--- src/sv/pidaw_pkg.sv ---
// pidaw_pkg: shared types and constants for the PID controller with anti-windup.
// Depends on nothing.
package pidaw_pkg;

    localparam int FRAC_BITS_DEF        = 16;
    localparam int INTEGRATOR_WIDTH_DEF = 48;
    localparam int DATA_W               = 32;
    localparam int CFG_IDX_W            = 3;

    localparam logic [CFG_IDX_W-1:0] REG_SETPOINT = 3'd0;
    localparam logic [CFG_IDX_W-1:0] REG_GAIN_P   = 3'd1;
    localparam logic [CFG_IDX_W-1:0] REG_GAIN_I   = 3'd2;
    localparam logic [CFG_IDX_W-1:0] REG_GAIN_D   = 3'd3;
    localparam logic [CFG_IDX_W-1:0] REG_OUT_MIN  = 3'd4;
    localparam logic [CFG_IDX_W-1:0] REG_OUT_MAX  = 3'd5;

    localparam logic [DATA_W-1:0] OUT_MAX_RESET = 32'd16711680;

    // serial unit command/status
    typedef struct packed {
        logic start;
    } ser_ctl_t;

    typedef struct packed {
        logic busy;
        logic done;
    } ser_sts_t;

endpackage

--- src/sv/pidaw_mul.sv ---
// pidaw_mul: bit-serial signed multiplier, one multiplier bit per cycle.
// Depends on pidaw_pkg.
module pidaw_mul
    import pidaw_pkg::*;
#(
    parameter int AW = 32,
    parameter int BW = 64
)
(
    input  logic                clk,
    input  logic                rst_n,
    input  ser_ctl_t            ctl,
    input  logic signed [AW-1:0] a,
    input  logic signed [BW-1:0] b,
    output ser_sts_t            sts,
    output logic signed [AW+BW-1:0] prod
);
    localparam int PW = AW + BW;
    localparam int CW = $clog2(BW + 1);

    logic [PW-1:0] acc_reg, acc_next;
    logic [PW-1:0] mcand_reg, mcand_next;
    logic [BW-1:0] mplier_reg, mplier_next;
    logic [CW-1:0] cnt_reg, cnt_next;
    logic          busy_reg, busy_next;
    logic          done_reg, done_next;
    logic [PW-1:0] addend;

    always_comb
    begin
        acc_next    = acc_reg;
        mcand_next  = mcand_reg;
        mplier_next = mplier_reg;
        cnt_next    = cnt_reg;
        busy_next   = busy_reg;
        done_next   = 1'b0;
        addend      = mcand_reg;
        if (ctl.start)
        begin
            acc_next    = '0;
            mcand_next  = PW'(a);
            mplier_next = b;
            cnt_next    = '0;
            busy_next   = 1'b1;
        end
        else if (busy_reg)
        begin
            // top multiplier bit carries negative weight
            if (cnt_reg == CW'(BW - 1))
                addend = ~mcand_reg + PW'(1);
            if (mplier_reg[0])
                acc_next = acc_reg + addend;
            mcand_next  = mcand_reg << 1;
            mplier_next = mplier_reg >> 1;
            cnt_next    = cnt_reg + CW'(1);
            if (cnt_reg == CW'(BW - 1))
            begin
                busy_next = 1'b0;
                done_next = 1'b1;
            end
        end
    end

    always_ff @(posedge clk or negedge rst_n)
    begin
        if (!rst_n)
        begin
            busy_reg <= 1'b0;
            done_reg <= 1'b0;
            cnt_reg  <= '0;
        end
        else
        begin
            busy_reg <= busy_next;
            done_reg <= done_next;
            cnt_reg  <= cnt_next;
        end
    end

    always_ff @(posedge clk)
    begin
        acc_reg    <= acc_next;
        mcand_reg  <= mcand_next;
        mplier_reg <= mplier_next;
    end

    assign sts.busy = busy_reg;
    assign sts.done = done_reg;
    assign prod     = acc_reg;

endmodule

--- src/sv/pidaw_div.sv ---
// pidaw_div: restoring unsigned divider, one quotient bit per cycle.
// Depends on pidaw_pkg.
module pidaw_div
    import pidaw_pkg::*;
#(
    parameter int NW = 128,
    parameter int DW = 32
)
(
    input  logic          clk,
    input  logic          rst_n,
    input  ser_ctl_t      ctl,
    input  logic [NW-1:0] num,
    input  logic [DW-1:0] den,
    output ser_sts_t      sts,
    output logic [NW-1:0] quo
);
    localparam int CW = $clog2(NW + 1);

    logic [NW-1:0] q_reg, q_next;
    logic [DW:0]   rem_reg, rem_next;
    logic [DW-1:0] den_reg, den_next;
    logic [CW-1:0] cnt_reg, cnt_next;
    logic          busy_reg, busy_next;
    logic          done_reg, done_next;
    logic [DW+1:0] trial;

    always_comb
    begin
        q_next    = q_reg;
        rem_next  = rem_reg;
        den_next  = den_reg;
        cnt_next  = cnt_reg;
        busy_next = busy_reg;
        done_next = 1'b0;
        trial     = {rem_reg, q_reg[NW-1]};
        if (ctl.start)
        begin
            q_next    = num;
            rem_next  = '0;
            den_next  = den;
            cnt_next  = '0;
            busy_next = 1'b1;
        end
        else if (busy_reg)
        begin
            if (trial >= {2'b00, den_reg})
            begin
                rem_next = (DW+1)'(trial - {2'b00, den_reg});
                q_next   = {q_reg[NW-2:0], 1'b1};
            end
            else
            begin
                rem_next = trial[DW:0];
                q_next   = {q_reg[NW-2:0], 1'b0};
            end
            cnt_next = cnt_reg + CW'(1);
            if (cnt_reg == CW'(NW - 1))
            begin
                busy_next = 1'b0;
                done_next = 1'b1;
            end
        end
    end

    always_ff @(posedge clk or negedge rst_n)
    begin
        if (!rst_n)
        begin
            busy_reg <= 1'b0;
            done_reg <= 1'b0;
            cnt_reg  <= '0;
        end
        else
        begin
            busy_reg <= busy_next;
            done_reg <= done_next;
            cnt_reg  <= cnt_next;
        end
    end

    always_ff @(posedge clk)
    begin
        q_reg   <= q_next;
        rem_reg <= rem_next;
        den_reg <= den_next;
    end

    assign sts.busy = busy_reg;
    assign sts.done = done_reg;
    assign quo      = q_reg;

endmodule

--- src/sv/pid_controller_antiwindup.sv ---
// pid_controller_antiwindup: top level of the fixed-point PID controller.
// Depends on pidaw_pkg, pidaw_mul and pidaw_div.
//
// Channel   | Dir | Handshake               | Payload
// ----------+-----+-------------------------+---------------------------------------
// s_axis    | in  | s_axis_tvalid/tready    | tdata[31:0] measured
// m_axis    | out | m_axis_tvalid/tready    | tdata[31:0] drive; tuser[0] clamped_high,
//           |     |                         | tuser[1] clamped_low
// cfg       | in  | cfg_we                  | cfg_idx, cfg_data
//
// One request at a time. A single bit-serial multiplier forms the three
// products in turn; a clamped result, when the integral gain is nonzero,
// adds a restoring divide for the anti-windup pull-back of the integrator.
// Reset (rst_n, async low) clears control, integrator and previous error.
// The result sits in an output register; the next sample is taken once it
// leaves, so a stalled m_axis holds s_axis_tready low.
module pid_controller_antiwindup
    import pidaw_pkg::*;
#(
    parameter int FRAC_BITS        = FRAC_BITS_DEF,
    parameter int INTEGRATOR_WIDTH = INTEGRATOR_WIDTH_DEF
)
(
    input  logic                 clk,
    input  logic                 rst_n,
    input  logic                 s_axis_tvalid,
    output logic                 s_axis_tready,
    input  logic [DATA_W-1:0]    s_axis_tdata,   // [31:0] measured
    output logic                 m_axis_tvalid,
    input  logic                 m_axis_tready,
    output logic [DATA_W-1:0]    m_axis_tdata,   // [31:0] drive
    output logic [1:0]           m_axis_tuser,   // [0] clamped_high, [1] clamped_low
    input  logic                 cfg_we,
    input  logic [CFG_IDX_W-1:0] cfg_idx,
    input  logic [DATA_W-1:0]    cfg_data
);
    localparam int IW = INTEGRATOR_WIDTH;
    localparam int MB = IW;              // multiplier operand width (holds err, diff, integ)
    localparam int PW = DATA_W + MB;     // product width
    localparam int SW = PW + 2;          // sum of three products
    localparam int NW = SW + FRAC_BITS;  // pull-back numerator

    typedef enum logic [6:0] {
        ST_IDLE  = 7'b0000001,
        ST_MULP  = 7'b0000010,
        ST_MULI  = 7'b0000100,
        ST_MULD  = 7'b0001000,
        ST_CLAMP = 7'b0010000,
        ST_DIV   = 7'b0100000,
        ST_OUT   = 7'b1000000
    } state_t;

    state_t state_reg, state_next;

    logic signed [DATA_W-1:0] setpoint_reg, gain_p_reg, gain_i_reg, gain_d_reg;
    logic signed [DATA_W-1:0] out_min_reg, out_max_reg;
    logic signed [IW-1:0]     integ_reg, integ_next;
    logic signed [DATA_W-1:0] prev_err_reg, prev_err_next;
    logic signed [DATA_W-1:0] err_reg, err_next;
    logic signed [SW-1:0]     sum_reg, sum_next;
    logic                     neg_reg, neg_next;
    logic signed [DATA_W-1:0] drive_reg, drive_next;
    logic                     hi_reg, hi_next, lo_reg, lo_next;
    // quotient sign, captured when the divide starts
    logic                     qneg_reg;

    ser_ctl_t                 mul_ctl, div_ctl;
    ser_sts_t                 mul_sts, div_sts;
    logic signed [DATA_W-1:0] mul_a;
    logic signed [MB-1:0]     mul_b;
    logic signed [PW-1:0]     mul_p;
    logic [NW-1:0]            div_num;
    logic [DATA_W-1:0]        div_den;
    logic [NW-1:0]            div_q;

    logic signed [DATA_W:0]   err_wide;
    logic signed [DATA_W-1:0] err_sat;
    logic signed [IW:0]       integ_add;
    logic signed [IW-1:0]     integ_upd;
    logic signed [SW-1:0]     sum_sh;
    logic signed [SW-1:0]     excess;
    logic signed [NW-1:0]     num_s;
    logic signed [NW+1:0]     integ_sub;
    logic signed [NW+1:0]     q_signed;
    logic signed [NW+1:0]     imax_w, imin_w;

    localparam logic signed [IW-1:0] IMAX = {1'b0, {(IW-1){1'b1}}};
    localparam logic signed [IW-1:0] IMIN = {1'b1, {(IW-1){1'b0}}};

    pidaw_mul #(.AW(DATA_W), .BW(MB)) u_mul (
        .clk(clk), .rst_n(rst_n), .ctl(mul_ctl), .a(mul_a), .b(mul_b),
        .sts(mul_sts), .prod(mul_p)
    );

    pidaw_div #(.NW(NW), .DW(DATA_W)) u_div (
        .clk(clk), .rst_n(rst_n), .ctl(div_ctl), .num(div_num), .den(div_den),
        .sts(div_sts), .quo(div_q)
    );

    // error and integrator update from the incoming sample
    assign err_wide  = (DATA_W+1)'(setpoint_reg) - (DATA_W+1)'($signed(s_axis_tdata));
    assign err_sat   = (err_wide[DATA_W] != err_wide[DATA_W-1])
                     ? (err_wide[DATA_W] ? {1'b1, {(DATA_W-1){1'b0}}}
                                         : {1'b0, {(DATA_W-1){1'b1}}})
                     : err_wide[DATA_W-1:0];
    assign integ_add = (IW+1)'(integ_reg) + (IW+1)'(err_sat);
    assign integ_upd = (integ_add[IW] != integ_add[IW-1])
                     ? (integ_add[IW] ? IMIN : IMAX) : integ_add[IW-1:0];

    // floor shift of the product sum
    assign sum_sh  = sum_reg >>> FRAC_BITS;
    assign excess  = hi_reg ? sum_reg - SW'(out_max_reg) : sum_reg - SW'(out_min_reg);
    assign num_s   = NW'(excess) <<< FRAC_BITS;
    assign div_num = num_s[NW-1] ? NW'(-num_s) : NW'(num_s);
    assign div_den = gain_i_reg[DATA_W-1] ? DATA_W'(-gain_i_reg) : DATA_W'(gain_i_reg);

    assign q_signed  = qneg_reg ? -(NW+2)'({2'b00, div_q}) : (NW+2)'({2'b00, div_q});
    assign integ_sub = (NW+2)'(integ_reg) - q_signed;
    assign imax_w    = (NW+2)'(IMAX);
    assign imin_w    = (NW+2)'(IMIN);

    assign s_axis_tready = (state_reg == ST_IDLE);
    assign m_axis_tvalid = (state_reg == ST_OUT);
    assign m_axis_tdata  = drive_reg;
    assign m_axis_tuser  = {lo_reg, hi_reg};

    always_comb
    begin
        state_next    = state_reg;
        integ_next    = integ_reg;
        prev_err_next = prev_err_reg;
        err_next      = err_reg;
        sum_next      = sum_reg;
        neg_next      = neg_reg;
        drive_next    = drive_reg;
        hi_next       = hi_reg;
        lo_next       = lo_reg;
        mul_ctl.start = 1'b0;
        div_ctl.start = 1'b0;
        mul_a         = gain_p_reg;
        mul_b         = MB'(err_reg);
        case (state_reg)
            ST_IDLE:
            begin
                if (s_axis_tvalid)
                begin
                    err_next      = err_sat;
                    integ_next    = integ_upd;
                    sum_next      = '0;
                    mul_ctl.start = 1'b1;
                    mul_a         = gain_p_reg;
                    mul_b         = MB'(err_sat);
                    state_next    = ST_MULP;
                end
            end
            ST_MULP:
            begin
                if (mul_sts.done)
                begin
                    sum_next      = sum_reg + SW'(mul_p);
                    mul_ctl.start = 1'b1;
                    mul_a         = gain_i_reg;
                    mul_b         = MB'(integ_reg);
                    state_next    = ST_MULI;
                end
            end
            ST_MULI:
            begin
                if (mul_sts.done)
                begin
                    sum_next      = sum_reg + SW'(mul_p);
                    mul_ctl.start = 1'b1;
                    mul_a         = gain_d_reg;
                    mul_b         = MB'(err_reg) - MB'(prev_err_reg);
                    state_next    = ST_MULD;
                end
            end
            ST_MULD:
            begin
                if (mul_sts.done)
                begin
                    sum_next      = sum_reg + SW'(mul_p);
                    prev_err_next = err_reg;
                    state_next    = ST_CLAMP;
                end
            end
            ST_CLAMP:
            begin
                sum_next = sum_sh;
                hi_next  = 1'b0;
                lo_next  = 1'b0;
                if (sum_sh > SW'(out_max_reg))
                begin
                    drive_next = out_max_reg;
                    hi_next    = 1'b1;
                end
                else if (sum_sh < SW'(out_min_reg))
                begin
                    drive_next = out_min_reg;
                    lo_next    = 1'b1;
                end
                else
                    drive_next = sum_sh[DATA_W-1:0];
                if ((hi_next || lo_next) && (gain_i_reg != '0))
                    state_next = ST_DIV;
                else
                    state_next = ST_OUT;
            end
            ST_DIV:
            begin
                // first cycle: sum_reg holds shifted sum; kick the divider
                if (!div_sts.busy && !div_sts.done && !neg_reg)
                begin
                    div_ctl.start = 1'b1;
                    neg_next      = 1'b1;
                end
                if (div_sts.done)
                begin
                    if (integ_sub > imax_w)
                        integ_next = IMAX;
                    else if (integ_sub < imin_w)
                        integ_next = IMIN;
                    else
                        integ_next = integ_sub[IW-1:0];
                    state_next = ST_OUT;
                end
            end
            ST_OUT:
            begin
                if (m_axis_tready)
                    state_next = ST_IDLE;
            end
            default: state_next = ST_IDLE;
        endcase
        if (state_reg == ST_DIV && !div_sts.busy && !div_sts.done && !neg_reg)
            neg_next = 1'b1;
        if (state_reg == ST_CLAMP)
            neg_next = 1'b0;
        // a setpoint write restarts the integrator and the derivative history
        if (cfg_we && cfg_idx == REG_SETPOINT)
        begin
            integ_next    = '0;
            prev_err_next = '0;
        end
    end

    always_ff @(posedge clk)
    begin
        if (div_ctl.start)
            qneg_reg <= num_s[NW-1] ^ gain_i_reg[DATA_W-1];
    end

    always_ff @(posedge clk or negedge rst_n)
    begin
        if (!rst_n)
        begin
            state_reg    <= ST_IDLE;
            setpoint_reg <= '0;
            gain_p_reg   <= '0;
            gain_i_reg   <= '0;
            gain_d_reg   <= '0;
            out_min_reg  <= '0;
            out_max_reg  <= OUT_MAX_RESET;
            integ_reg    <= '0;
            prev_err_reg <= '0;
            neg_reg      <= 1'b0;
        end
        else
        begin
            state_reg    <= state_next;
            integ_reg    <= integ_next;
            prev_err_reg <= prev_err_next;
            neg_reg      <= neg_next;
            if (cfg_we)
            begin
                case (cfg_idx)
                    REG_SETPOINT: setpoint_reg <= cfg_data;
                    REG_GAIN_P:   gain_p_reg   <= cfg_data;
                    REG_GAIN_I:   gain_i_reg   <= cfg_data;
                    REG_GAIN_D:   gain_d_reg   <= cfg_data;
                    REG_OUT_MIN:  out_min_reg  <= cfg_data;
                    REG_OUT_MAX:  out_max_reg  <= cfg_data;
                    default: ;
                endcase
            end
        end
    end

    always_ff @(posedge clk)
    begin
        err_reg   <= err_next;
        sum_reg   <= sum_next;
        drive_reg <= drive_next;
        hi_reg    <= hi_next;
        lo_reg    <= lo_next;
    end

endmodule
--- config.mk ---
export PLATFORM = sky130hd
export DESIGN_NAME = pid_controller_antiwindup
export DESIGN_NICKNAME = d
export VERILOG_FILES = /design/src/sv/pidaw_pkg.sv /design/src/sv/pidaw_mul.sv /design/src/sv/pidaw_div.sv /design/src/sv/pid_controller_antiwindup.sv
export SDC_FILE = /design/constraint.sdc
export NUM_CORES = 2
export LEC_CHECK = 0
export BUFFER_PORTS_ARGS = -buffer_cell sky130_fd_sc_hd__buf_2
export CAP_MARGIN = 20
export CORE_MARGIN = 1.5
export CORE_UTILIZATION = 45
export CTS_CLUSTER_DIAMETER = 120
export DETAILED_ROUTE_END_ITERATION = 10
export SYNTH_ARGS = -nofsm -noshare
export SYNTH_HDL_FRONTEND = slang
export SYNTH_HIERARCHICAL = 1
export SYNTH_SLANG_ARGS = --single-unit
--- constraint.sdc ---
create_clock -name clk -period 13.45 [get_ports clk]
set_input_delay 0.6725 -clock clk [delete_from_list [all_inputs] [get_ports clk]]
set_output_delay 0.6725 -clock clk [all_outputs]
set_load 0.02 [all_outputs]
==> impl_metrics.toml <==
[place]
detailed_place_hpwl_um = 193700
gp_congestion = 0.9712
io_buffers = 107
dp_slack_ns = 4.426

[layout]
area_delta_synth_final_pct = 7.525
layout_commonest_cell = "nand2_1"
drive_above_1_share_pct = 9.319
nFillCells = 16250
largest_reg_flops = 98
final_core_util_pct = 48.63
mostFrequentLayoutCells = "nand2_1, a21oi_1, o21ai_0"
nNetsFinal = 9513

[timing]
hold_ws_ns = 0.3131
period_needed_ns = 8.874
worstMarginPinSlew_ns = 1.110
maxSlewHeadroom_pct = 26.01
setup_tns_ns = 0
fmax_ghz = 0.1127
rsz0062_at_grt = "no"
maxSlewViolCount = 0
fin_crit_sh_pct = 65.98
setup-violations-final = 0
skew_ns = 0.07217
finalHoldViolCount = 0
timing.final.ws_setup_ns = 4.576

[route]
totalWireLength_um = 248600
antenna_left = 0
drt_first_iter_violations = 5957
via_count = 68360
wl_per_cell_um = 22.41
first_pass_iters = 7
via_per_inst = 6.163
drc = 0

[run]
max_cap_violations = 0

[setup_path]
path_class = "reg2reg"
cp.required_ns = 14.06
endpoint_kind = "flop"
cp-start-kind = "flop"
critPathMaxFanout = 40
cp_data_arrival_time_ns = 9.49
crit_path_top_delay_cell = "nor2_1"
cpPeakStageDelay_ns = 0.86

[floorplan]
die_height_um = 412.3
rows = 150
start_util_pct = 45.23
core_area_mm2 = 0.1667
die_w_um = 412.3
io-pin-count = 108
die_area_mm2 = 0.1700

[grt]
grt_pass1_vias = 63650
gr-total-overflow = 0
grt_max_degree = 151
grt_pass1_wl_um = 377400
grtUsageTotal_pct = 28.14
grt_antenna_before_repair = 20

[cts]
numClockSinks = 817
cts_tree = "done"
htreeDepth = 3
clkTransAtPathRegs_ns = 0.06
clk_latency_ns = 0.74
post-cts-setup-buffers = 0
clk_path_buf_depth = 3
cts_hold_buf = 1
post_cts_resized = 0
cts_root_buf = "clkbuf_16"
numCtsBuffers = 96

[logic_synthesis]
synthCells = 8953
netlist_area_mm2 = 0.07537
synth_area_per_cell_um2 = 8.419
ys.warnings.count = 6

[power]
peakVddDrop_mv = 0.1594
power_mw = 20.99
power.density_mw_per_mm2 = 259.0
p_leak_nw = 32.88

[worst_hold_path]
hold_path.class = "in2reg"

[status]
status = "complete, no violations"
-- cell type report --
type,count,area (um^2),area share (%)
multi-input cells,7323,50490,62.30
flip-flops and latches,817,21930,27.06
well taps,2204,2758,3.403
clock buffers,134,2729,3.367
inverters,387,1460,1.802
repair buffers,179,1161,1.433
clock inverters,45,509.2,0.6283
diodes,2,5.005,0.006175
-- worst paths after layout --
kind,from,slack (ns),end,depth (start not counted)
max reg2reg,setpoint_reg[0]$_DFFE_PN0P_,4.58,integ_reg[5]$_DFFE_PN0P_,31
min reg2reg,u_div/rem_reg[2]$_SDFFE_PP0P_,0.49,u_div/rem_reg[2]$_SDFFE_PP0P_,2
min,cfg_data[0],0.31,gain_i_reg[0]$_DFFE_PN0P_,3
max in group asynchronous,rst_n,10.54,u_mul/done_reg$_DFF_PN0_,4
max,setpoint_reg[0]$_DFFE_PN0P_,4.58,integ_reg[5]$_DFFE_PN0P_,31
min in group asynchronous,rst_n,0.68,integ_reg[37]$_DFFE_PN0P_,2
-- metal layers --
metal  GRT usage [%]  vias up  wire length (um)
met5               0        -                 0
met4           10.60        0             10100
met3           3.128      381             13950
met2           43.66     2032            109100
met1           40.03    33020            115500
li1                -    32930                 -
-- metrics by stage --
step / area, um^2 / std cells
floorplan: 75430 / 8968
global placement: 77690 / 10900
detailed placement: 77690 / 10900
CTS: 80940 / 11080
global route: 81040 / 11090
finish: 81040 / 11090
-- critical path: cells and delay by family, from the launching register on --
family                     cells  cell delay (ns)
DFF                            1             0.36
muxes                          1             0.41
AOI/OAI and AO/OA             19             4.58
adders and majority gates      3             0.98
and+or+nand+nor                4             1.64
buffers and inverters          4             0.74
-- power breakdown --
group | leakage [nW] | switching [mW] | internal [mW]
registers | 8.44 | 1.02 | 3.55
logic | 22.9 | 8.52 | 5.20
clock network | 1.58 | 1.15 | 1.55
total | 32.9 | 10.7 | 10.3
Power figures use the tool's default switching activity.
